$ cat src/rtl/ubdc_pkg.sv
// Package for the UART baud divisor calculator.
// Holds widths, reset values, register codes and the types shared among the modules.
// No dependencies.
package ubdc_pkg;

  localparam int CLOCK_BITS    = 28;
  localparam int MANTISSA_BITS = 12;
  localparam int BAUD_BITS     = 24;
  localparam int FRAC_BITS     = 4;
  localparam int WORD_BITS     = 16;
  localparam int QUO_BITS      = MANTISSA_BITS + FRAC_BITS;
  localparam int NUM_BITS      = CLOCK_BITS + 2;
  localparam int DIV_BITS      = BAUD_BITS + 1;
  localparam int HI_BITS       = NUM_BITS - QUO_BITS;
  localparam int SRC_BITS      = 2;
  localparam int CFG_IDX_BITS  = 2;

  localparam logic [CLOCK_BITS-1:0] OSC_RESET_HZ  = CLOCK_BITS'(16000000);
  localparam logic [CLOCK_BITS-1:0] SLOW_RESET_HZ = CLOCK_BITS'(42000000);
  localparam logic [CLOCK_BITS-1:0] FAST_RESET_HZ = CLOCK_BITS'(84000000);

  localparam logic [MANTISSA_BITS-1:0] MANT_MAX = {MANTISSA_BITS{1'b1}};
  localparam logic [FRAC_BITS-1:0] FRAC_MAX_BY16 = {FRAC_BITS{1'b1}};
  localparam logic [FRAC_BITS-1:0] FRAC_MAX_BY8  = {1'b0, {(FRAC_BITS-1){1'b1}}};

  typedef enum logic [CFG_IDX_BITS-1:0] {
    CFG_CLOCK_SOURCE = 2'd0,
    CFG_OSC_CLOCK    = 2'd1,
    CFG_SLOW_CLOCK   = 2'd2,
    CFG_FAST_CLOCK   = 2'd3
  } cfg_reg_e;

  typedef struct packed {
    logic [SRC_BITS-1:0]   clock_source_code;
    logic [CLOCK_BITS-1:0] oscillator_clock_hz;
    logic [CLOCK_BITS-1:0] slow_bus_clock_hz;
    logic [CLOCK_BITS-1:0] fast_bus_clock_hz;
  } clk_cfg_t;

  typedef struct packed {
    logic [DIV_BITS-1:0] rem;
    logic [QUO_BITS-1:0] nq;
    logic [DIV_BITS-1:0] div;
    logic                ovf;
    logic                by8;
  } div_lane_t;

endpackage

$ cat src/rtl/ubdc_in_if.sv
// Request channel of the UART baud divisor calculator.
// Depends on ubdc_pkg.
interface ubdc_in_if;
  import ubdc_pkg::*;

  logic                 valid;
  logic                 ready;
  logic [BAUD_BITS-1:0] baud_rate;
  logic                 on_fast_bus;
  logic                 oversample_by_8;

  modport source (output valid, baud_rate, on_fast_bus, oversample_by_8, input ready);
  modport sink   (input valid, baud_rate, on_fast_bus, oversample_by_8, output ready);
endinterface

$ cat src/rtl/ubdc_out_if.sv
// Result channel of the UART baud divisor calculator.
// Depends on ubdc_pkg.
interface ubdc_out_if;
  import ubdc_pkg::*;

  logic                     valid;
  logic                     ready;
  logic [WORD_BITS-1:0]     divisor_word;
  logic [MANTISSA_BITS-1:0] mantissa;
  logic [FRAC_BITS-1:0]     fraction;
  logic                     out_of_range;

  modport source (output valid, divisor_word, mantissa, fraction, out_of_range, input ready);
  modport sink   (input valid, divisor_word, mantissa, fraction, out_of_range, output ready);
endinterface

$ cat src/rtl/ubdc_head.sv
// Front of the divider chain: kernel clock select, numerator and divisor set-up,
// and the overflow test on the top numerator bits. Depends on ubdc_pkg.
module ubdc_head (
  input  logic                           clk_i,
  input  logic                           rst_ni,
  input  logic                           en_i,
  input  logic                           valid_i,
  input  ubdc_pkg::clk_cfg_t             cfg_i,
  input  logic [ubdc_pkg::BAUD_BITS-1:0] baud_rate_i,
  input  logic                           on_fast_bus_i,
  input  logic                           oversample_by_8_i,
  output logic                           valid_o,
  output ubdc_pkg::div_lane_t            lane_o
);
  import ubdc_pkg::*;

  logic [CLOCK_BITS-1:0] clk_sel;
  logic [NUM_BITS-1:0]   num_d, num_q;
  logic [DIV_BITS-1:0]   div_d, div_q;
  logic                  by8_q;
  logic                  s1_valid_q;
  logic [HI_BITS-1:0]    num_hi;
  logic                  ovf;
  div_lane_t             lane_d, lane_q;
  logic                  s2_valid_q;

  always_comb begin
    if (cfg_i.clock_source_code != '0) begin
      clk_sel = on_fast_bus_i ? cfg_i.fast_bus_clock_hz : cfg_i.slow_bus_clock_hz;
    end else begin
      clk_sel = cfg_i.oscillator_clock_hz;
    end
    num_d = NUM_BITS'({clk_sel, 1'b0}) + NUM_BITS'(baud_rate_i);
    div_d = {baud_rate_i, 1'b0};
  end

  // The quotient needs more than QUO_BITS bits exactly when the top numerator
  // bits already reach the divisor.
  always_comb begin
    num_hi       = num_q[NUM_BITS-1:QUO_BITS];
    ovf          = DIV_BITS'(num_hi) >= div_q;
    lane_d.rem   = ovf ? '0 : DIV_BITS'(num_hi);
    lane_d.nq    = num_q[QUO_BITS-1:0];
    lane_d.div   = div_q;
    lane_d.ovf   = ovf;
    lane_d.by8   = by8_q;
  end

  always_ff @(posedge clk_i or negedge rst_ni) begin
    if (!rst_ni) begin
      s1_valid_q <= 1'b0;
      s2_valid_q <= 1'b0;
    end else if (en_i) begin
      s1_valid_q <= valid_i;
      s2_valid_q <= s1_valid_q;
    end
  end

  always_ff @(posedge clk_i) begin
    if (en_i) begin
      num_q  <= num_d;
      div_q  <= div_d;
      by8_q  <= oversample_by_8_i;
      lane_q <= lane_d;
    end
  end

  assign valid_o = s2_valid_q;
  assign lane_o  = lane_q;

endmodule

$ cat src/rtl/ubdc_cell.sv
// One restoring division step: shifts in one numerator bit and yields one quotient bit.
// Depends on ubdc_pkg.
module ubdc_cell (
  input  logic                clk_i,
  input  logic                rst_ni,
  input  logic                en_i,
  input  logic                valid_i,
  input  ubdc_pkg::div_lane_t lane_i,
  output logic                valid_o,
  output ubdc_pkg::div_lane_t lane_o
);
  import ubdc_pkg::*;

  logic [DIV_BITS:0] trial;
  logic [DIV_BITS:0] diff;
  logic              ge;
  div_lane_t         lane_d, lane_q;
  logic              valid_q;

  always_comb begin
    trial      = {lane_i.rem, lane_i.nq[QUO_BITS-1]};
    diff       = trial - {1'b0, lane_i.div};
    ge         = trial >= {1'b0, lane_i.div};
    lane_d     = lane_i;
    lane_d.rem = ge ? diff[DIV_BITS-1:0] : trial[DIV_BITS-1:0];
    lane_d.nq  = {lane_i.nq[QUO_BITS-2:0], ge};
  end

  always_ff @(posedge clk_i or negedge rst_ni) begin
    if (!rst_ni) begin
      valid_q <= 1'b0;
    end else if (en_i) begin
      valid_q <= valid_i;
    end
  end

  always_ff @(posedge clk_i) begin
    if (en_i) begin
      lane_q <= lane_d;
    end
  end

  assign valid_o = valid_q;
  assign lane_o  = lane_q;

endmodule

$ cat src/rtl/ubdc_tail.sv
// End of the divider chain: splits the quotient into mantissa and fraction,
// saturates on overflow and holds the output register. Depends on ubdc_pkg.
module ubdc_tail (
  input  logic                               clk_i,
  input  logic                               rst_ni,
  input  logic                               en_i,
  input  logic                               valid_i,
  input  ubdc_pkg::div_lane_t                lane_i,
  output logic                               valid_o,
  output logic [ubdc_pkg::WORD_BITS-1:0]     divisor_word_o,
  output logic [ubdc_pkg::MANTISSA_BITS-1:0] mantissa_o,
  output logic [ubdc_pkg::FRAC_BITS-1:0]     fraction_o,
  output logic                               out_of_range_o
);
  import ubdc_pkg::*;

  logic [QUO_BITS-1:0]      quo;
  logic [MANTISSA_BITS-1:0] mant_raw, mant_d, mant_q;
  logic [FRAC_BITS-1:0]     frac_raw, frac_d, frac_q;
  logic                     ovf_d, ovf_q;
  logic                     valid_q;

  always_comb begin
    quo      = lane_i.nq;
    mant_raw = lane_i.by8 ? quo[QUO_BITS-2:FRAC_BITS-1] : quo[QUO_BITS-1:FRAC_BITS];
    frac_raw = lane_i.by8 ? {1'b0, quo[FRAC_BITS-2:0]} : quo[FRAC_BITS-1:0];
    ovf_d    = lane_i.ovf | (lane_i.by8 & quo[QUO_BITS-1]);
    if (ovf_d) begin
      mant_d = MANT_MAX;
      frac_d = lane_i.by8 ? FRAC_MAX_BY8 : FRAC_MAX_BY16;
    end else begin
      mant_d = mant_raw;
      frac_d = frac_raw;
    end
  end

  always_ff @(posedge clk_i or negedge rst_ni) begin
    if (!rst_ni) begin
      valid_q <= 1'b0;
    end else if (en_i) begin
      valid_q <= valid_i;
    end
  end

  always_ff @(posedge clk_i) begin
    if (en_i) begin
      mant_q <= mant_d;
      frac_q <= frac_d;
      ovf_q  <= ovf_d;
    end
  end

  assign valid_o        = valid_q;
  assign mantissa_o     = mant_q;
  assign fraction_o     = frac_q;
  assign out_of_range_o = ovf_q;
  assign divisor_word_o = WORD_BITS'({mant_q, frac_q});

endmodule

$ cat src/rtl/uart_baud_divisor_calc.sv
// UART baud divisor calculator, top level: configuration registers and the divider chain.
// From an accepted request beat to its result beat, a request passes through two set-up
// stages, sixteen division cells (one quotient bit each) and the output register.
// Throughput is one beat per cycle; the whole chain advances whenever the output register
// is empty or being taken. Reset clears every valid bit and loads the clock registers
// with their default frequencies. Depends on ubdc_pkg, the channel interfaces and cells.
module uart_baud_divisor_calc (
  input  logic                              clk_i,
  input  logic                              rst_ni,
  ubdc_in_if.sink                           in_i,
  ubdc_out_if.source                        out_o,
  input  logic                              cfg_we_i,
  input  logic [ubdc_pkg::CFG_IDX_BITS-1:0] cfg_idx_i,
  input  logic [ubdc_pkg::CLOCK_BITS-1:0]   cfg_data_i
);
  import ubdc_pkg::*;

  clk_cfg_t  cfg_q;
  logic      en;
  div_lane_t lane [QUO_BITS+1];
  logic [QUO_BITS:0] lane_valid;

  always_ff @(posedge clk_i or negedge rst_ni) begin
    if (!rst_ni) begin
      cfg_q.clock_source_code   <= '0;
      cfg_q.oscillator_clock_hz <= OSC_RESET_HZ;
      cfg_q.slow_bus_clock_hz   <= SLOW_RESET_HZ;
      cfg_q.fast_bus_clock_hz   <= FAST_RESET_HZ;
    end else if (cfg_we_i) begin
      case (cfg_idx_i)
        CFG_CLOCK_SOURCE: cfg_q.clock_source_code   <= cfg_data_i[SRC_BITS-1:0];
        CFG_OSC_CLOCK:    cfg_q.oscillator_clock_hz <= cfg_data_i;
        CFG_SLOW_CLOCK:   cfg_q.slow_bus_clock_hz   <= cfg_data_i;
        CFG_FAST_CLOCK:   cfg_q.fast_bus_clock_hz   <= cfg_data_i;
        default: begin
        end
      endcase
    end
  end

  assign en         = !out_o.valid || out_o.ready;
  assign in_i.ready = en;

  ubdc_head u_head (
    .clk_i             (clk_i),
    .rst_ni            (rst_ni),
    .en_i              (en),
    .valid_i           (in_i.valid),
    .cfg_i             (cfg_q),
    .baud_rate_i       (in_i.baud_rate),
    .on_fast_bus_i     (in_i.on_fast_bus),
    .oversample_by_8_i (in_i.oversample_by_8),
    .valid_o           (lane_valid[0]),
    .lane_o            (lane[0])
  );

  for (genvar g = 0; g < QUO_BITS; g++) begin : g_cell
    ubdc_cell u_cell (
      .clk_i   (clk_i),
      .rst_ni  (rst_ni),
      .en_i    (en),
      .valid_i (lane_valid[g]),
      .lane_i  (lane[g]),
      .valid_o (lane_valid[g+1]),
      .lane_o  (lane[g+1])
    );
  end

  ubdc_tail u_tail (
    .clk_i          (clk_i),
    .rst_ni         (rst_ni),
    .en_i           (en),
    .valid_i        (lane_valid[QUO_BITS]),
    .lane_i         (lane[QUO_BITS]),
    .valid_o        (out_o.valid),
    .divisor_word_o (out_o.divisor_word),
    .mantissa_o     (out_o.mantissa),
    .fraction_o     (out_o.fraction),
    .out_of_range_o (out_o.out_of_range)
  );

  a_last_cell_to_out: assert property (@(posedge clk_i) disable iff (!rst_ni)
    lane_valid[QUO_BITS] && en |=> out_o.valid)
    else $error("Beat leaving the last cell did not reach the output register.");

  a_stall_freezes_chain: assert property (@(posedge clk_i) disable iff (!rst_ni)
    !en |=> $stable(lane_valid))
    else $error("Divider chain moved while the output was stalled.");

  a_saturated_mantissa: assert property (@(posedge clk_i) disable iff (!rst_ni)
    out_o.valid && out_o.out_of_range |-> out_o.mantissa == MANT_MAX)
    else $error("Out-of-range result without a saturated mantissa.");

endmodule

$ cat src/flat_wrapper.sv
// flat-port wrapper written by rule: the top's interface ports become plain ports
module uart_baud_divisor_calc_flat import ubdc_pkg::*;
  (clk_i, rst_ni, cfg_we_i, cfg_idx_i, cfg_data_i, in_i_valid, in_i_baud_rate, in_i_on_fast_bus, in_i_oversample_by_8, in_i_ready, out_o_valid, out_o_divisor_word, out_o_mantissa, out_o_fraction, out_o_out_of_range, out_o_ready);
  ubdc_in_if in_i_i ();
  ubdc_out_if out_o_i ();
  input  logic clk_i;
  input  logic rst_ni;
  input  logic cfg_we_i;
  input  logic [ubdc_pkg::CFG_IDX_BITS-1:0] cfg_idx_i;
  input  logic [ubdc_pkg::CLOCK_BITS-1:0] cfg_data_i;
  input wire logic [$bits(in_i_i.valid)-1:0] in_i_valid;
  input wire logic [$bits(in_i_i.baud_rate)-1:0] in_i_baud_rate;
  input wire logic [$bits(in_i_i.on_fast_bus)-1:0] in_i_on_fast_bus;
  input wire logic [$bits(in_i_i.oversample_by_8)-1:0] in_i_oversample_by_8;
  output wire logic [$bits(in_i_i.ready)-1:0] in_i_ready;
  output wire logic [$bits(out_o_i.valid)-1:0] out_o_valid;
  output wire logic [$bits(out_o_i.divisor_word)-1:0] out_o_divisor_word;
  output wire logic [$bits(out_o_i.mantissa)-1:0] out_o_mantissa;
  output wire logic [$bits(out_o_i.fraction)-1:0] out_o_fraction;
  output wire logic [$bits(out_o_i.out_of_range)-1:0] out_o_out_of_range;
  input wire logic [$bits(out_o_i.ready)-1:0] out_o_ready;
  assign in_i_i.valid = in_i_valid;
  assign in_i_i.baud_rate = in_i_baud_rate;
  assign in_i_i.on_fast_bus = in_i_on_fast_bus;
  assign in_i_i.oversample_by_8 = in_i_oversample_by_8;
  assign in_i_ready = in_i_i.ready;
  assign out_o_valid = out_o_i.valid;
  assign out_o_divisor_word = out_o_i.divisor_word;
  assign out_o_mantissa = out_o_i.mantissa;
  assign out_o_fraction = out_o_i.fraction;
  assign out_o_out_of_range = out_o_i.out_of_range;
  assign out_o_i.ready = out_o_ready;
  uart_baud_divisor_calc u_core (.clk_i(clk_i), .rst_ni(rst_ni), .in_i(in_i_i), .out_o(out_o_i), .cfg_we_i(cfg_we_i), .cfg_idx_i(cfg_idx_i), .cfg_data_i(cfg_data_i));
endmodule
$ cat config.mk
export PLATFORM = sky130hd
export DESIGN_NAME = uart_baud_divisor_calc_flat
export DESIGN_NICKNAME = d
export VERILOG_FILES = /design/src/rtl/ubdc_pkg.sv /design/src/rtl/ubdc_in_if.sv /design/src/rtl/ubdc_out_if.sv /design/src/rtl/ubdc_head.sv /design/src/rtl/ubdc_cell.sv /design/src/rtl/ubdc_tail.sv /design/src/rtl/uart_baud_divisor_calc.sv /design/src/flat_wrapper.sv
export SDC_FILE = /design/constraint.sdc
export NUM_CORES = 2
export LEC_CHECK = 0
export BUFFER_PORTS_ARGS = -buffer_cell sky130_fd_sc_hd__buf_2
export CAP_MARGIN = 40
export CELL_PAD_IN_SITES_DETAIL_PLACEMENT = 1
export CELL_PAD_IN_SITES_GLOBAL_PLACEMENT = 2
export CORE_MARGIN = 3
export CORE_UTILIZATION = 41
export DETAILED_ROUTE_END_ITERATION = 12
export PLACE_DENSITY = 0.84
export SLEW_MARGIN = 20
export SYNTH_ARGS = -nofsm -noshare
export SYNTH_HDL_FRONTEND = slang
export SYNTH_HIERARCHICAL = 1
export SYNTH_SLANG_ARGS = --single-unit
$ cat constraint.sdc
create_clock -name clk_i -period 32.5 [get_ports clk_i]
set_clock_uncertainty 0.05 [all_clocks]
set_input_delay 1.625 -clock clk_i [delete_from_list [all_inputs] [get_ports clk_i]]
set_output_delay 1.625 -clock clk_i [all_outputs]
set_load 0.05 [all_outputs]
* Word level (Yosys, flattened, before mapping) *
Cells that the tools add are included.

storage, ports and cells
  flip-flop bits (word level) = 1,256
  word-level logic and storage cells = 179

operators by class
  add/sub/neg operators = 16
  $lt $le $gt $ge = 17
  equal/unequal tests = 3
  mux-type cells = 21
  bitwise gates (word level) = 2
  reduce and logical (&&, ||, !) cells = 8

operators by type and width
  kind                  number
  $ge A26 B25 Y1        15
  $mux W25              15
  $sub A25 B25 Y25      15
  $mux W28              2
  $add A29 B24 Y30      1
  $ge A14 B25 Y1        1
  $ge A15 B25 Y1        1
  $mux W12              1
  $mux W4               3
  $reduce_and A2 Y1     4
  $eq A2 B2 Y1 const B  2
  $eq A2 B1 Y1 const B  1
  $logic_not A2 Y1      1
  $reduce_bool A2 Y1    1
  $and A1 B1 Y1         1
  $logic_not A1 Y1      1
  $logic_or A1 B1 Y1    1
  $or A1 B1 Y1          1

* Logic depth before layout (Yosys ltp) *
  depth in word-level cells = 3
  mapped depth = 15

* By module *
Netlist, hierarchy kept.

by module, submodules not included
  module                                    instances  cells an instance  area an instance (um2)  seq. area each (um2)
  ubdc_cell (u_core.g_cell[11].u_cell ...)  11         313                3,938.8                 2,067.0
  ubdc_cell (u_core.g_cell[0].u_cell ...)   4          316                3,722.3                 2,067.0
  ubdc_head                                 1          489                5,856.9                 3,323.2
  ubdc_cell (u_core.g_cell[15].u_cell)      1          301                3,865.0                 2,067.0
  uart_baud_divisor_calc                    1          185                3,473.3                 2,183.3
  ubdc_tail                                 1          83                 918.4                   535.5

* Worst setup path after synthesis *
No wires, ideal clock.

  path type = input to register
  start point = input port out_o_ready
  end point = register u_core.g_cell[0].u_cell.valid_q
  setup time = 0.191 ns
  arrival time = 35.002 ns
  data required time = 32.259 ns
  setup slack = -2.743 ns
  cell stages on the path = 2
  buffers on the path = 0
  path through = nand2b_1 -> mux2_2

on the way
  longest elaborated chain between the ends = 1

ends and longest elaborated chain
  what                  RTL line                      source
  start, declared       flat_wrapper.sv:21            input wire logic [$bits(out_o_i.ready)-1:0] out_o_ready;
  $logic_or A1 B1 Y1    uart_baud_divisor_calc.sv:41  assign en = !out_o.valid || out_o.ready;
  end signal, assigned  ubdc_cell.sv:33               valid_q <= valid_i;
  end, declared         ubdc_cell.sv:18               logic valid_q;

Every way passes these cells.
A chain may end at the register's enable or synchronous reset.

* Worst setup path in the final report *
  start point = input port out_o_ready
  end point = register u_core.g_cell[6].u_cell.lane_q, in the netlist u_core/g_cell[6].u_cell/lane_o[43], enable pin

on the way
  longest elaborated chain between the ends = 1

ends and longest elaborated chain
  what                  RTL line                      source
  $logic_or A1 B1 Y1    uart_baud_divisor_calc.sv:41
  end signal, assigned  ubdc_cell.sv:39               lane_q <= lane_d;
  end, declared         ubdc_cell.sv:17               div_lane_t lane_d, lane_q;

Every way passes these cells.

==> impl_metrics.env <==
export IMPL_drv_cap=0
export IMPL_cp_common_cell="buf_4"
export IMPL_first_global_vias=45500
export IMPL_synthCells=5580
export IMPL_insertion_delay_ns=0.77
export IMPL_hp_class="reg2reg"
export IMPL_syn_area_sq_um=69800
export IMPL_grt_remaining_overflow=0
export IMPL_syn2layout_area_growth_pct=9.96
export IMPL_crit_path_max_incr_delay_ns=0.69
export IMPL_vias=43300
export IMPL_core_region_area_sq_um=168000
export IMPL_cp_data_arrival_time_ns=5.38
export IMPL_crit_chain="buf_2 > nand2b_4 > buf_16 > buf_4 > buf_4 > buf_12 > buf_16 > buf_4 > buf_12"
export IMPL_fillers=17500
export IMPL_synth_warnings=6
export IMPL_grt_pass1_wl_um=255000
export IMPL_crit_type="in2reg"
export IMPL_dp_cells=7736
export IMPL_drt_initial_drc_count=2287
export IMPL_vias_per_cell=5.41
export IMPL_cts_root_buffer="clkbuf_16"
export IMPL_finalHoldViolCount=0
export IMPL_drive_above_1_share=0.157
export IMPL_period_share=0.153
export IMPL_die_h_um=419
export IMPL_num_rows=150
export IMPL_io_pins=96
export IMPL_start_kind="input pin"
export IMPL_grt_antenna_before_repair=2
export IMPL_maxSlewHeadroom=0.361
export IMPL_grt_usage=0.182
export IMPL_setup_violations=0
export IMPL_route_detailed_drc=0
export IMPL_min_period_ns=4.98
export IMPL_cts_clk_slew_worst_paths_ns=0.06
export IMPL_postCtsSetupRepairBufs=0
export IMPL_critPathRequiredTime_ns=32.90
export IMPL_wl_um=161000
export IMPL_cts_resized=0
export IMPL_status="finished clean"
export IMPL_finalSetupTns_ns=0
export IMPL_clockBufferDepth=3
export IMPL_nNetsFinal=6194
export IMPL_start_util=0.415
export IMPL_cp_max_fo=154
export IMPL_instances_no_fill=7997
export IMPL_tightest_slew_ns=0.959
export IMPL_slowest_stage="buf_4"
export IMPL_grt_max_degree=206
export IMPL_maxSlewViolCount=0
export IMPL_io_buffer_count=95
export IMPL_fmax_mhz=201
export IMPL_end_kind="flip-flop"
export IMPL_die_w_um=419
export IMPL_place_congestion=0.864
export IMPL_design_die_area_sq_um=175000
export IMPL_rsz0062_at_grt="no"
export IMPL_avgSynthCellArea_sq_um=12.5
export IMPL_cts_hold_buf=0
export IMPL_h_tree_depth=4
export IMPL_first_pass_iters=5
export IMPL_cts_made_buffers=142
export IMPL_wl_per_cell_um=20.1
export IMPL_final_antenna_net_count=0
export IMPL_cts_tree="built"
export IMPL_cts_sinks=1269
export IMPL_hpwlAfterDp_um=121000
## layout by cell type, fill, tap and decap left out, drive strengths merged, types with 69 or more instances in the layout
master and count:
dfrtp 80, edfxtp 1164, a21o 189, nor2 202, clkbuf 178, a21oi 379
ha 436, inv 559, buf 137, o21ai 300, mux2 370, nand4 69
nand3 85, xor2 137, nand2 333, xnor2 193
## critical path, delay by kind of cell
kind,cells,cell delay [ns]
buffers and inverters,8,3.30
AND/OR/NAND/NOR,1,0.19
## registers in the layout (all words and copies together), names as in the netlist
| name | flops |
|---|---|
| u_core/cfg_q | 86 |
| u_core/g_cell.u_cell/lane_o | 1038 |
| u_core/g_cell.u_cell/valid_o | 16 |
| u_core/u_head/by8_q | 1 |
| u_core/u_head/div_q | 23 |
| u_core/u_head/lane_o | 55 |
| u_core/u_head/num_q | 30 |
| u_core/u_head/s1_valid_q | 1 |
| u_core/u_head/valid_o | 1 |
| u_core/u_tail/fraction_o | 4 |
| u_core/u_tail/mantissa_o | 12 |
| u_core/u_tail/out_of_range_o | 1 |
| u_core/u_tail/valid_o | 1 |
## path summary, 6_finish.rpt
check	from	end	slack, ns	cells past startpoint
setup / recovery	out_o_ready	u_core/g_cell[6].u_cell/lane_o[43]	27.52	9
hold / removal	u_core/g_cell[6].u_cell/lane_o[38]	u_core/g_cell[7].u_cell/lane_o[39]	0.36	0
setup reg to reg	u_core/u_tail/valid_o	u_core/g_cell[6].u_cell/lane_o[43]	28.05	8
hold reg to reg	u_core/g_cell[6].u_cell/lane_o[38]	u_core/g_cell[7].u_cell/lane_o[39]	0.36	0
max in group asynchronous	rst_ni	u_core/g_cell[8].u_cell/valid_o	30.42	2
min in group asynchronous	rst_ni	u_core/cfg_q[41]	0.82	1
## through the flow
stage	area (sq um)	setup WS [ns]	utilization	hold slack [ns]
2_1_floorplan	69800	13.90	-	0.350
3_3_place_gp	72000	26.13	0.428	0.351
3_5_place_dp	72200	26.46	0.429	0.355
4_1_cts	76600	27.29	0.456	0.358
5_1_grt	76700	27.13	0.456	0.371
6_report	76700	27.52	0.456	0.364
## layer usage
layer	vias to the layer above	track usage	wire length, um
li1	20900	-	-
met1	21600	0.234	71700
met2	595	0.320	80600
met3	226	0.0244	4720
met4	2	0.0502	3740
met5	-	0	13
## area by class of cell
class / instances / area, sq um / share of cell area
diodes: 1 / 2.50 / 0.0000326
well taps: 2204 / 2760 / 0.0359
multi-input cells: 3581 / 28900 / 0.376
clock buffers: 177 / 3740 / 0.0487
repair buffers: 140 / 997 / 0.0130
flip-flops and latches: 1269 / 37600 / 0.490
clock inverters: 79 / 693 / 0.00903
inverters: 546 / 2060 / 0.0268
Power is not shown: default switching activity piles up to over one toggle a cycle in this logic, so the estimate is an artifact.
